### config.mk
export PLATFORM = sky130hd
export DESIGN_NAME = pfdq_ctrl
export DESIGN_NICKNAME = d
export VERILOG_FILES = /design/src/sv/pfdq_pkg.sv /design/src/sv/pfdq_ctrl.sv
export SDC_FILE = /design/constraint.sdc
export NUM_CORES = 1
export LEC_CHECK = 0
export ABC_CLOCK_PERIOD_IN_PS = 4300
export BUFFER_PORTS_ARGS = -buffer_cell sky130_fd_sc_hd__buf_2
export CAP_MARGIN = 20
export CORE_ASPECT_RATIO = 0.7
export CORE_MARGIN = 1
export CORE_UTILIZATION = 40
export CTS_BUF_LIST = sky130_fd_sc_hd__clkbuf_2 sky130_fd_sc_hd__clkbuf_4 sky130_fd_sc_hd__clkbuf_8
export DETAILED_ROUTE_END_ITERATION = 10
export SYNTH_ARGS = -nofsm -noshare
export SYNTH_HDL_FRONTEND = slang
export SYNTH_SLANG_ARGS = --single-unit
### constraint.sdc
create_clock -name clk -period 4.3 [get_ports clk]
set_input_delay 1.29 -clock clk [delete_from_list [all_inputs] [get_ports clk]]
set_output_delay 1.29 -clock clk [all_outputs]
set_load 0.005 [all_outputs]
### src/sv/pfdq_pkg.sv
// ----------------------------------------------------------------------------
// pfdq_pkg
// shared sizes, codes and command/flag bundles for the pointing frame
// deframer and encounter queue
// ----------------------------------------------------------------------------
package pfdq_pkg;

  localparam int ENTRY_DEPTH     = 512;
  localparam int ENCOUNTER_DEPTH = 8;
  localparam int TIME_DIGITS     = 14;

  localparam int ENTRY_PTR_W = $clog2(ENTRY_DEPTH);
  localparam int USED_W      = $clog2(ENTRY_DEPTH + 1);
  localparam int ENC_PTR_W   = $clog2(ENCOUNTER_DEPTH);
  localparam int QUEUED_W    = $clog2(ENCOUNTER_DEPTH + 1);
  localparam int POS_W       = $clog2(TIME_DIGITS + 1);
  localparam int PAD_LEN     = (4 - ((2 + TIME_DIGITS) % 4)) % 4;

  localparam logic [7:0] MARK_HI   = 8'hC2;
  localparam logic [7:0] MARK_LO   = 8'hAA;
  localparam logic [7:0] CHAR_ZERO = 8'h30;
  localparam logic [7:0] CHAR_NINE = 8'h39;

  typedef enum logic [2:0] {
    ST_TAKEN     = 3'd0,
    ST_COMMIT    = 3'd1,
    ST_BAD_DIGIT = 3'd2,
    ST_FULL      = 3'd3,
    ST_EXEC      = 3'd4,
    ST_NONE      = 3'd5
  } status_t;

  typedef struct packed {
    logic    shift;
    logic    clear_partial;
    logic    write_entry;
    logic    discard;
    logic    commit;
    logic    tick;
    logic    res_load;
    logic    out_load;
    status_t code;
  } cmd_t;

  typedef struct packed {
    logic partial_is_hi;
    logic store_full;
    logic enc_full;
  } flags_t;

endpackage

### src/sv/pfdq_ctrl.sv
// ----------------------------------------------------------------------------
// pfdq_ctrl
// handshake sequencer and frame parser state machine, drives datapath commands
// ----------------------------------------------------------------------------
module pfdq_ctrl (
  input  logic                  clk,
  input  logic                  rst,
  input  logic                  in_valid,
  output logic                  in_ready,
  input  logic                  req_type,
  input  logic [7:0]            rx_byte,
  output logic                  out_valid,
  input  logic                  out_ready,
  input  pfdq_pkg::flags_t      flags,
  output pfdq_pkg::cmd_t        cmd
);

  typedef enum logic [1:0] {
    SEQ_IDLE,
    SEQ_TICK,
    SEQ_HOLD
  } seq_t;

  typedef enum logic [2:0] {
    PH_HUNT,
    PH_SAW_HI,
    PH_SAW_MK,
    PH_SAW_MK_HI,
    PH_DIGITS,
    PH_PAD,
    PH_WORD
  } phase_t;

  localparam logic [pfdq_pkg::POS_W-1:0] POS_ONE   = pfdq_pkg::POS_W'(1);
  localparam logic [pfdq_pkg::POS_W-1:0] POS_THREE = pfdq_pkg::POS_W'(3);
  localparam logic [pfdq_pkg::POS_W-1:0] POS_DIGS  = pfdq_pkg::POS_W'(pfdq_pkg::TIME_DIGITS);
  localparam logic [pfdq_pkg::POS_W-1:0] POS_PAD   = pfdq_pkg::POS_W'(pfdq_pkg::PAD_LEN);

  seq_t                        seq, seq_next;
  phase_t                      phase, phase_next;
  logic [pfdq_pkg::POS_W-1:0]  pos, pos_next;
  logic                        accept;
  logic                        is_digit;
  logic                        open_frame;
  logic [pfdq_pkg::POS_W-1:0]  dig_inc;
  logic [pfdq_pkg::POS_W-1:0]  pad_dec;
  logic                        out_free;
  pfdq_pkg::cmd_t              pcmd;

  assign in_ready   = (seq == SEQ_IDLE);
  assign accept     = in_valid && in_ready;
  assign is_digit   = (rx_byte >= pfdq_pkg::CHAR_ZERO) && (rx_byte <= pfdq_pkg::CHAR_NINE);
  assign open_frame = (pos != '0);
  assign dig_inc    = ((phase == PH_SAW_MK) ? '0 : pos) + POS_ONE;
  assign pad_dec    = (pos != '0) ? pos - POS_ONE : pos;
  assign out_free   = !out_valid || out_ready;

  // parser decision for one byte
  always_comb begin
    phase_next = phase;
    pos_next   = pos;
    pcmd       = '0;
    pcmd.code  = pfdq_pkg::ST_TAKEN;
    unique case (phase)
      PH_HUNT: begin
        if (rx_byte == pfdq_pkg::MARK_HI) begin
          phase_next = PH_SAW_HI;
          pos_next   = '0;
        end
      end
      PH_SAW_HI: begin
        if (rx_byte == pfdq_pkg::MARK_LO) begin
          phase_next = PH_SAW_MK;
        end else if (open_frame) begin
          pcmd.discard       = 1'b1;
          pcmd.clear_partial = 1'b1;
          pcmd.code          = pfdq_pkg::ST_BAD_DIGIT;
          phase_next         = PH_HUNT;
          pos_next           = '0;
        end else if (rx_byte != pfdq_pkg::MARK_HI) begin
          phase_next = PH_HUNT;
        end
      end
      PH_SAW_MK_HI: begin
        if (rx_byte == pfdq_pkg::MARK_LO && open_frame) begin
          pcmd.clear_partial = 1'b1;
          phase_next         = PH_HUNT;
          pos_next           = '0;
          if (flags.enc_full) begin
            pcmd.discard = 1'b1;
            pcmd.code    = pfdq_pkg::ST_FULL;
          end else begin
            pcmd.commit = 1'b1;
            pcmd.code   = pfdq_pkg::ST_COMMIT;
          end
        end else if (rx_byte == pfdq_pkg::MARK_LO) begin
          phase_next = PH_HUNT;
          pos_next   = '0;
        end else begin
          pcmd.discard       = 1'b1;
          pcmd.clear_partial = 1'b1;
          pcmd.code          = pfdq_pkg::ST_BAD_DIGIT;
          phase_next         = PH_HUNT;
          pos_next           = '0;
        end
      end
      PH_SAW_MK, PH_DIGITS: begin
        if (phase == PH_SAW_MK && rx_byte == pfdq_pkg::MARK_HI) begin
          phase_next = PH_SAW_MK_HI;
        end else if (phase == PH_DIGITS && pos == '0 && rx_byte == pfdq_pkg::MARK_HI) begin
          phase_next = PH_SAW_HI;
          pos_next   = POS_ONE;
        end else begin
          if (phase == PH_SAW_MK) begin
            pcmd.discard       = 1'b1;
            pcmd.clear_partial = 1'b1;
          end
          if (!is_digit) begin
            pcmd.discard       = 1'b1;
            pcmd.clear_partial = 1'b1;
            pcmd.code          = pfdq_pkg::ST_BAD_DIGIT;
            phase_next         = PH_HUNT;
            pos_next           = '0;
          end else if (dig_inc >= POS_DIGS) begin
            pcmd.clear_partial = 1'b1;
            phase_next         = (POS_PAD != '0) ? PH_PAD : PH_WORD;
            pos_next           = POS_PAD;
          end else begin
            phase_next = PH_DIGITS;
            pos_next   = dig_inc;
          end
        end
      end
      PH_PAD: begin
        pos_next = pad_dec;
        if (pad_dec == '0) begin
          phase_next         = PH_WORD;
          pcmd.clear_partial = 1'b1;
        end
      end
      PH_WORD: begin
        if (pos == POS_ONE && flags.partial_is_hi && rx_byte == pfdq_pkg::MARK_LO) begin
          phase_next         = PH_SAW_MK;
          pos_next           = POS_ONE;
          pcmd.clear_partial = 1'b1;
        end else if (pos < POS_THREE) begin
          pcmd.shift = 1'b1;
          pos_next   = pos + POS_ONE;
        end else if (flags.store_full) begin
          pcmd.discard       = 1'b1;
          pcmd.clear_partial = 1'b1;
          pcmd.code          = pfdq_pkg::ST_FULL;
          phase_next         = PH_HUNT;
          pos_next           = '0;
        end else begin
          pcmd.write_entry = 1'b1;
          pos_next         = '0;
        end
      end
      default: begin
        phase_next         = PH_HUNT;
        pos_next           = '0;
        pcmd.clear_partial = 1'b1;
      end
    endcase
  end

  always_comb begin
    seq_next = seq;
    cmd      = '0;
    cmd.code = pcmd.code;
    unique case (seq)
      SEQ_IDLE: begin
        if (accept && !req_type) begin
          cmd          = pcmd;
          cmd.res_load = 1'b1;
          seq_next     = SEQ_HOLD;
        end else if (accept) begin
          seq_next = SEQ_TICK;
        end
      end
      SEQ_TICK: begin
        cmd.tick = 1'b1;
        seq_next = SEQ_HOLD;
      end
      SEQ_HOLD: begin
        if (out_free) begin
          cmd.out_load = 1'b1;
          seq_next     = SEQ_IDLE;
        end
      end
      default: seq_next = SEQ_IDLE;
    endcase
  end

  always_ff @(posedge clk) begin
    if (rst) begin
      seq       <= SEQ_IDLE;
      phase     <= PH_HUNT;
      pos       <= '0;
      out_valid <= 1'b0;
    end else begin
      seq <= seq_next;
      if (accept && !req_type) begin
        phase <= phase_next;
        pos   <= pos_next;
      end
      if (cmd.out_load) begin
        out_valid <= 1'b1;
      end else if (out_ready) begin
        out_valid <= 1'b0;
      end
    end
  end

endmodule

After elaboration in Yosys (flattened, before gate mapping)
Cells that the tools add are included.

Mux-type cells: 79. Eq/ne operators: 22. Magnitude comparators: 4. $add $sub $neg: 3. Reductions and logical operators: 22.

Operators by type and width (number): 4-bit two-way mux (11); 3-bit two-way mux (13); 2-bit two-way mux (16); 1-bit two-way mux (29); 4-bit one-hot mux with 5 select lines (1); 8-bit equality test (second input constant) (2); 3-bit one-hot mux with 5 select lines (1); 2-bit inequality test (second input constant) (6); 11-bit two-way mux (1); 3-bit equality test (second input constant) (3); 1-bit logical AND (9); 4-bit by 1-bit adder with 4-bit output (second input constant) (2); 8-bit by 6-bit greater-or-equal comparator with 1-bit output (second input constant) (1); 8-bit by 6-bit less-or-equal comparator with 1-bit output (second input constant) (1); 4-bit zero test (2); 8-bit inequality test (second input constant) (1); 2-bit one-hot mux with 4 select lines (1); 3-bit by 2-bit equality test with 1-bit output (second input constant) (2); 3-bit inequality test (second input constant) (2); 1-bit one-hot mux with 6 select lines (1); 2-bit one-hot mux with 3 select lines (1); 6-bit AND reduction (1); 5-bit two-way mux (1); 5-bit AND reduction (1); other kinds (19) (21).

Register bits after elaboration: 10. Logic and storage cells: 134. Input port bits: 16. Output and inout bits: 13.

Depth between registers and ports, before layout
Gate-level depths: netlist (run 1).

Depth after elaboration: 12. Mapped depth: 12. Gate-level depth less buffers: 11.

Worst setup path before layout (run 1)
OpenSTA, ideal clock, no wires.

Path kind: input -> output. From: input port rx_byte[4]. To: output port cmd[9] (netlist name). Cell stages on the path: 6. Setup slack: 0.472 ns. Arrival: 2.538 ns. Path through: or4b_4 nor4_4 o22ai_1 nand2_1 or2_2 a21oi_1.

RTL lines: start: declaration (line pfdq_ctrl.sv:11) `input logic [7:0] rx_byte,`; end: declaration (line pfdq_ctrl.sv:15) `output pfdq_pkg::cmd_t cmd`.

==> results of run 1 <==
worst max-delay path by stage:
stage	startpoint	slack [ps]	to	cells past startpoint
2_1_floorplan	rx_byte[4]	470	cmd[9]	6
3_3_place_gp	rx_byte[4]	240	cmd[9]	7
3_5_place_dp	rx_byte[4]	210	cmd[9]	7
4_1_cts	rx_byte[4]	210	cmd[9]	7
5_1_grt	rx_byte[4]	10	cmd[9]	7
6_report	rx_byte[4]	220	cmd[9]	8
final cells by class:
cell class,instances,area (um2),share of cell area (%)
repair buffers,32,173,12.1
flip-flops and latches,10,200,14.0
clock buffers,3,41.3,2.88
multi-input cells,142,936,65.3
inverters,10,37.5,2.62
well taps,36,45.0,3.14
logic make-up (layout without fill, tap and decap cells):
family                     Yosys count  after routing
AOI/OAI and AO/OA                   48             48
xor gates and xnor gates             3              3
adders and majority gates            6              6
buffers and inverters               19             45
DFF                                 10             10
muxes                                1              1
other                                1              1
and+or+nand+nor                     83             83
power groups by stage:
stage	Sequential (mW)	Clock (mW)	Combinational (mW)
3_5_place_dp	0.0985	0	0.0283
3_3_place_gp	0.0983	0	0.0273
5_1_grt	0.0971	0.102	0.0315
2_1_floorplan	0.0982	0	0.0145
6_report	0.0969	0.0905	0.0286
4_1_cts	0.0969	0.0952	0.0285
per-layer routing:
metal	track usage [%]	vias up
met5	0	-
met4	4.17	0
met3	2.83	2
met2	31.5	90
met1	33.3	624
li1	-	683
sequential cells by signal, summed over array words and instances (netlist names):
name       cells
pos            4
seq            2
out_valid      1
phase          3
layout by cell type, fill, tap and decap left out, types with 6 or more instances in the layout:
cell type / synthesis / routed
nor3_1: 6 / 6
nand3_1: 7 / 7
nand2b_1: 8 / 8
dfxtp_1: 10 / 10
nor2_1: 13 / 13
inv_1: 10 / 10
o21ai_0: 6 / 6
buf_2: 1 / 27
a21oi_1: 17 / 17
nand2_1: 18 / 18
metrics by stage:
step | area [um2] | hold slack, ps
floorplan | 1240 | 486
global placement | 1390 | 495
detailed placement | 1390 | 514
CTS | 1430 | 517
global route | 1430 | 560
finish | 1430 | 509
critical path: cells and delay by family:
| kind | cells | cell delay, ps |
|---|---|---|
| AOI/OAI and AO/OA | 2 | 200 |
| buffers and inverters | 2 | 250 |
| and+or+nand+nor | 4 | 1040 |
==> impl_metrics.py, run 1 <==
metrics = {
    "yosys": {
        "synthAdderAreaFrac_pct": 5.84,
        "syn_area_per_cell_um2": 7.27,
        "synth_nets": 192,
        "syn_inst": 171,
        "synth_top_cell_by_area": "dfxtp_1",
        "synth-seq-cells": 10,
        "yosysWarningCount": 0,
        "yosysSeqAreaShare_pct": 16.1,
        "synthArstFlopShare_pct": 0,
        "synth_compound_area_share_pct": 25.7,
        "muxShareOfSynthArea_pct": 0.806,
        "synthMostInstantiatedCell": "nand2_1",
        "synth_area_um2": 1240,
        "synth_top_family_by_area": "simple AND/OR/NAND/NOR gates",
        "yosys.area_share.simple_pct": 40.6,
        "synth_commonest_cells": "18 x nand2_1, 17 x a21oi_1, 13 x nor2_1",
        "yosysTopAreaCellShare_pct": 16.1,
        "ys_types": 52,
        "synth_area_leaders": "dfxtp_1 16%, a21oi_1 6.8%, nand2_1 5.4%",
        "synth-main-ff-cell": "dfxtp_1",
        "synth-xor-area-share_pct": 2.11,
        "synth_edf_count": 0,
    },
    "global_routing": {
        "grt_start_max_net_pins": 20,
        "overflow": 0,
        "antenna_found_initial": 0,
        "grt_pass1_vias": 1225,
        "track_usage_pct": 21.7,
        "grt_pass1_wl_mm": 5.66,
    },
    "place": {
        "dp_hpwl_mm": 2.65,
        "dp.cells": 230,
        "place_congestion": 0.942,
        "io_buffers": 27,
        "post-place-ws_ps": 211,
    },
    "final_layout": {
        "fillers": 312,
        "utilization_pct": 50.0,
        "diodes": 0,
        "nets": 220,
        "area_delta_synth_final_pct": 15.3,
        "drive_above_1_share_pct": 24.9,
        "instances_no_fill": 233,
    },
    "pwr": {
        "vdd_drop_max_uv": 124,
        "p_per_area_nw_per_um2": 151,
        "total_power_uw": 216,
        "p_clk_share_pct": 41.9,
        "p_sw_share_pct": 21.7,
        "p_seq_share_pct": 44.8,
        "switching_power_uw": 46.8,
        "leakage_nw": 0.564,
        "p_comb_share_pct": 13.3,
        "intPower_uw": 169,
    },
    "clock_tree": {
        "cts-buffers-inserted": 3,
        "clock-root-buffer": "clkbuf_8",
        "cts.path.max_buffers": 2,
        "cts_resized": 0,
        "post_cts_buffers": 0,
        "insertion_delay_ps": 230,
        "hold_buffers": 0,
        "cts.sinks": 10,
        "cts_max_level": 1,
        "cts_tree": "yes",
        "clkTransAtPathRegs_ps": 40,
    },
    "sta": {
        "worst_pin_slew_ps": 589,
        "rsz0062_at_grt": "false",
        "finClkSkew_ps": 2.08,
        "hold_viol": 0,
        "fmax_mhz": 245,
        "worst_slack_ps": 218,
        "setup_viol": 0,
        "slew_headroom_pct": 60.5,
        "fin_crit_sh_pct": 94.9,
        "fin_crit_ps": 4080,
        "drv_slew": 0,
        "fin_setup_tns_ps": 0,
    },
    "die": {
        "initial_core_util_pct": 43.4,
        "num_rows": 16,
        "chipWidth_um": 68.6,
        "io_pins": 29,
        "die_y_um": 48.6,
        "core_region_area_um2": 2860,
        "fp.dieArea_um2": 3340,
    },
    "drt": {
        "wire_per_inst_um": 14.6,
        "drc": 0,
        "first_iter_violations": 155,
        "drt-total-wl_mm": 3.40,
        "viasPerCell": 6.00,
        "routed.top_layer": "met4",
        "dr_wl_met3_um": 341,
        "first_pass_iters": 4,
        "vias": 1399,
        "wl_met2_mm": 1.48,
        "ant_nets": 0,
        "wl_met1_mm": 1.56,
    },
    "worst_setup_path": {
        "worstSetupStartpointType": "primary input",
        "reg2reg_to": "phase[0]$_SDFFE_PP0P_",
        "path_cells": "buf_2 > or4b_4 > nor4_4 > o22ai_1 > nand2_1 > or2_2 > a21oi_1 > buf_2",
        "path_class": "in2out",
        "cp.required_ps": 3010,
        "r2r_cells": 8,
        "critPathSlowestCell": "or4b_4",
        "cpMostUsedCell": "buf_2",
        "worstSetupEndpointType": "output pin",
        "critical_path.max_stage_delay_ps": 570,
        "critical_path_arrival_ps": 2790,
        "critPathMaxFanout": 3,
        "r2r_slack_ps": 1690,
        "r2r-start": "pos[0]$_SDFFE_PP0P_",
    },
    "worst_hold_path": {
        "hold_path_depth": 2,
        "hold_class": "reg2reg",
        "hold_start": "out_valid$_SDFFE_PP0P_",
        "min_to": "out_valid$_SDFFE_PP0P_",
    },
    "flow_run": {
        "drv_cap": 0,
    },
    "run_status": {
        "outcome": "finished clean",
    },
}
No activity file was read; power rests on OpenSTA's default activity.
==> inputs of run 2 (changes only) <==
- ABC_CLOCK_PERIOD_IN_PS: 4300 -> 4900
- clock period: 4.3 -> 4.9 ns (I/O delays scaled with it)
==> run 2 against run 1 <==
  * Critical endpoint unchanged
  * Largest power group unchanged
  * Sequential share of layout area is 0.22 points higher
  * Hold slack about the same
  * Flip-flop and latch count unchanged
  * Critical path depth did not move
  * Core utilization shrank 0.79 points
  * Largest cell class unchanged
==> impl_metrics.py, run 2 (same netlist as run 1, synthesis figures left out) <==
metrics = {
    "run_status": {
        "outcome": "finished clean",
    },
    "die": {
        "die_y_um": 48.6,
        "chipWidth_um": 68.6,
        "core_region_area_um2": 2860,
        "io_pins": 29,
        "num_rows": 16,
        "initial_core_util_pct": 43.4,
        "fp.dieArea_um2": 3340,
    },
    "drt": {
        "vias": 1420,
        "wire_per_inst_um": 14.9,
        "routed.top_layer": "met4",
        "drc": 0,
        "drt-total-wl_mm": 3.43,
        "wl_met1_mm": 1.47,
        "first_pass_iters": 5,
        "first_iter_violations": 123,
        "ant_nets": 0,
        "viasPerCell": 6.17,
        "wl_met2_mm": 1.51,
        "dr_wl_met3_um": 403,
    },
    "clock_tree": {
        "cts_tree": "yes",
        "cts_max_level": 1,
        "cts-buffers-inserted": 3,
        "cts_resized": 0,
        "clkTransAtPathRegs_ps": 40,
        "hold_buffers": 0,
        "cts.sinks": 10,
        "clock-root-buffer": "clkbuf_8",
        "insertion_delay_ps": 230,
        "post_cts_buffers": 0,
        "cts.path.max_buffers": 2,
    },
    "worst_setup_path": {
        "cp.required_ps": 3430,
        "critical_path_arrival_ps": 3080,
        "critPathMaxFanout": 4,
        "path_class": "in2out",
        "worstSetupEndpointType": "output pin",
        "worstSetupStartpointType": "primary input",
    },
    "pwr": {
        "vdd_drop_max_uv": 110,
        "leakage_nw": 0.547,
        "total_power_uw": 192,
        "p_per_area_nw_per_um2": 136,
    },
    "final_layout": {
        "utilization_pct": 49.3,
        "layout_commonest_cell": "buf_2",
        "largest_register_ffs": 4,
        "diodes": 0,
        "nets": 217,
        "final_cell_area_um2": 1410,
        "regMostFlops": "pos",
        "area_delta_synth_final_pct": 13.5,
        "drive_above_1_share_pct": 23.7,
        "largestRegisters": "pos x4, phase x3, seq x2",
        "mostFrequentLayoutCells": "27 x buf_2, 18 x nand2_1, 17 x a21oi_1",
    },
    "sta": {
        "fin_setup_tns_ps": 0,
        "drv_slew": 0,
        "worst_pin_slew_ps": 618,
        "hold_viol": 0,
        "fin_crit_sh_pct": 92.8,
        "fin_crit_ps": 4550,
        "finClkSkew_ps": 0.493,
        "slew_headroom_pct": 58.5,
        "rsz0062_at_grt": "false",
        "setup_viol": 0,
        "fmax_mhz": 220,
    },
    "place": {
        "io_buffers": 27,
        "postPlaceCellArea_um2": 1370,
        "dp_hpwl_mm": 2.68,
        "place_congestion": 0.928,
    },
    "flow_run": {
        "drv_cap": 0,
    },
    "global_routing": {
        "grt_pass1_vias": 1269,
        "track_usage_pct": 22.4,
        "antenna_found_initial": 0,
        "overflow": 0,
        "grt_start_max_net_pins": 20,
        "grt_pass1_wl_mm": 5.73,
    },
    "worst_hold_path": {
        "hold_class": "reg2reg",
    },
}
run 2: cell types whose count changed in the layout (fill, tap and decap cells not counted):
cell   previous run  this run
buf_4             5         2
run 2: final cells by class:
cell class                      count  area (um2)
Inverter                           10        37.5
Multi-Input combinational cell    142         936
Clock buffer                        3        41.3
Sequential cell                    10         200
Timing Repair Buffer               29         150
Tap cell                           36        45.0
Fill cell                         304        1450
run 2: metal layers:
metal	track usage, %	vias up
met5	0	-
met4	6.94	0
met3	4.95	6
met2	34.5	90
met1	30.6	644
li1	-	680
run 2: path summary, 6_finish.rpt:
check	startpoint	end	slack, ps	cells after the start
hold reg to reg	out_valid$_SDFFE_PP0P_	out_valid$_SDFFE_PP0P_	510	2
setup reg to reg	pos[0]$_SDFFE_PP0P_	phase[0]$_SDFFE_PP0P_	2310	7
setup / recovery	rx_byte[4]	cmd[9]	350	8
hold / removal	out_valid$_SDFFE_PP0P_	out_valid$_SDFFE_PP0P_	510	2
run 2: stage by stage:
stage          hold WS (ps)  setup WS [ps]  cells
4_1_cts                 510            385    230
5_1_grt                 562            231    230
2_1_floorplan           486            712    171
3_3_place_gp            496            405    227
3_5_place_dp            496            394    227
6_report                508            353    230
run 2: power by group:
part / switching (mW) / internal, mW / leakage (nW)
Clock: 0.0285 / 0.0535 / 0.0216
Sequential: 0.00153 / 0.0835 / 0.0810
Combinational: 0.0131 / 0.0118 / 0.445
Total: 0.0431 / 0.149 / 0.547
run 2: worst max-delay path: stages:
cell,delay [ps]
buf_2,120
or4b_4,570
nor4_4,360
o22ai_1,160
nand2_1,100
or2_2,110
a21oi_1,50
buf_2,130
==> inputs of run 3 (changes only) <==
- ABC_AREA: not set -> 1
- SLEW_MARGIN: not set -> 10
==> run 3 against run 2 <==
  * Clock skew rose by 2.0 ps
  * Hold slack better by 29 ps
  * Core utilization grew 0.70 points
  * Synthesized area increased by 0.50%
  * Setup slack gained 270 ps
  * Synthesized cell count up 37%
==> impl_metrics.py, run 3 <==
metrics = {
    "yosys": {
        "yosysWarningCount": 0,
        "syn_inst": 234,
        "syn_area_per_cell_um2": 5.34,
        "synth_area_um2": 1250,
        "synth-seq-cells": 10,
        "synthArstFlopShare_pct": 0,
        "synth_edf_count": 0,
        "synth_nets": 255,
        "synth-main-ff-cell": "dfxtp_1",
        "synth_area_leaders": "nand2_1 20%, dfxtp_1 16%, inv_1 11%",
        "yosysSeqAreaShare_pct": 16.0,
        "synthMostInstantiatedCell": "nand2_1",
        "synth_top_cell_by_area": "nand2_1",
        "yosysTopAreaCellShare_pct": 19.8,
        "ys_types": 27,
        "synth_commonest_cells": "66 x nand2_1, 35 x inv_1, 33 x nor2_1",
    },
    "die": {
        "core_region_area_um2": 2880,
        "die_y_um": 48.7,
        "io_pins": 29,
        "chipWidth_um": 68.8,
        "fp.dieArea_um2": 3350,
        "initial_core_util_pct": 43.3,
        "num_rows": 16,
    },
    "worst_setup_path": {
        "path_class": "in2out",
        "critPathMaxFanout": 4,
        "worstSetupEndpointType": "output pin",
        "worstSetupStartpointType": "primary input",
        "critical_path_arrival_ps": 2800,
        "r2r-start": "phase[1]$_SDFFE_PP0P_",
        "crit_start": "rx_byte[2]",
        "cp.required_ps": 3430,
    },
    "final_layout": {
        "diodes": 0,
        "largestRegisters": "pos x4, phase x3, seq x2",
        "largest_register_ffs": 4,
        "nets": 283,
        "drive_above_1_share_pct": 19.2,
        "fillers": 318,
        "regMostFlops": "pos",
        "mostFrequentLayoutCells": "66 x nand2_1, 35 x inv_1, 33 x nor2_1",
        "layout_commonest_cell": "nand2_1",
        "area_delta_synth_final_pct": 15.3,
        "instances_no_fill": 296,
        "final_cell_area_um2": 1440,
    },
    "global_routing": {
        "antenna_found_initial": 0,
        "grt_pass1_wl_mm": 5.62,
        "overflow": 0,
        "grt_start_max_net_pins": 10,
        "track_usage_pct": 22.1,
        "grt_pass1_vias": 1297,
    },
    "sta": {
        "fmax_mhz": 234,
        "worst_slack_ps": 625,
        "fin_crit_sh_pct": 87.2,
        "fin_crit_ps": 4270,
        "fin_setup_tns_ps": 0,
        "rsz0062_at_grt": "false",
        "drv_slew": 0,
        "setup_viol": 0,
        "finClkSkew_ps": 2.54,
        "hold_viol": 0,
    },
    "pwr": {
        "vdd_drop_max_uv": 117,
        "p_per_area_nw_per_um2": 134,
        "leakage_nw": 0.793,
    },
    "clock_tree": {
        "cts.sinks": 10,
        "hold_buffers": 0,
        "cts.path.max_buffers": 2,
        "post_cts_buffers": 0,
        "cts-buffers-inserted": 3,
        "cts_max_level": 1,
        "cts_tree": "yes",
        "insertion_delay_ps": 230,
        "clock-root-buffer": "clkbuf_8",
        "clkTransAtPathRegs_ps": 50,
        "cts_resized": 0,
    },
    "drt": {
        "drt-total-wl_mm": 3.16,
        "drc": 0,
        "first_iter_violations": 114,
        "first_pass_iters": 4,
        "ant_nets": 0,
        "viasPerCell": 4.88,
        "wire_per_inst_um": 10.7,
        "vias": 1445,
    },
    "place": {
        "postPlaceCellArea_um2": 1400,
        "post-place-ws_ps": 646,
        "io_buffers": 27,
        "dp.cells": 293,
        "place_congestion": 0.875,
        "dp_hpwl_mm": 2.65,
    },
    "run_status": {
        "outcome": "finished clean",
    },
    "worst_hold_path": {
        "hold_start": "seq[1]$_SDFFE_PP0P_",
        "hold_class": "reg2reg",
    },
    "flow_run": {
        "drv_cap": 0,
    },
}
==> run 3: stage by stage <==
| step | hold slack, ps | utilization, % | power, mW |
|---|---|---|---|
| floorplan | 506 | - | 0.0985 |
| global placement | 536 | 48.5 | 0.111 |
| detailed placement | 542 | 48.5 | 0.110 |
| CTS | 544 | 50.0 | 0.194 |
| global route | 574 | 50.0 | 0.203 |
| finish | 538 | 50.0 | 0.193 |
==> run 3: final timing paths <==
path | to | slack [ps] | cells past startpoint
max | cmd[9] | 630 | 10
min | seq[0]$_SDFFE_PP0P_ | 540 | 3
max reg2reg | pos[0]$_SDFFE_PP0P_ | 2830 | 11
min reg2reg | seq[0]$_SDFFE_PP0P_ | 540 | 3
==> run 3: layout make-up <==
type                       instances  area [um2]  share of cell area, %
multi-input combinational        177         857                   59.5
sequential                        10         200                   13.9
inverter                          43         161                   11.2
timing repair buffer              27         135                   9.38
tap                               36        45.0                   3.13
clock buffer                       3        41.3                   2.87
==> run 3: routing by layer <==
layer | global-route usage, % | wire, um
met3 | 5.66 | 199
met4 | 4.08 | 12
met5 | 0 | 0
met2 | 30.4 | 1180
met1 | 33.9 | 1760
==> run 3: logic make-up (layout without fill, tap and decap cells) <==
| family | after synthesis | after routing | synth area share (%) |
|---|---|---|---|
| AND/OR/NAND/NOR | 148 | 148 | 53.7 |
| buffers and inverters | 47 | 73 | 15.3 |
| AO/OA/AOI/OAI | 23 | 23 | 9.62 |
| flip-flops | 10 | 10 | 16.0 |
| adder cells (fa/ha/maj) | 5 | 5 | 5.01 |
| other | 1 | 1 | 0.300 |
==> run 3: critical path: stages <==
cell and delay [ps]:
buf_2 100, inv_1 70, nand2_1 60, nor2_1 250
nand2_1 150, o21ai_0 240, nand3_1 130, nor2_1 130
a21oi_1 70, buf_2 120
==> run 3: power by group <==
part | switching, mW | leakage, nW | internal (mW) | total (mW)
combinational | 0.0151 | 0.691 | 0.0102 | 0.0253
clock | 0.0298 | 0.0216 | 0.0536 | 0.0834
sequential | 0.000853 | 0.0809 | 0.0830 | 0.0838
total | 0.0458 | 0.793 | 0.147 | 0.193
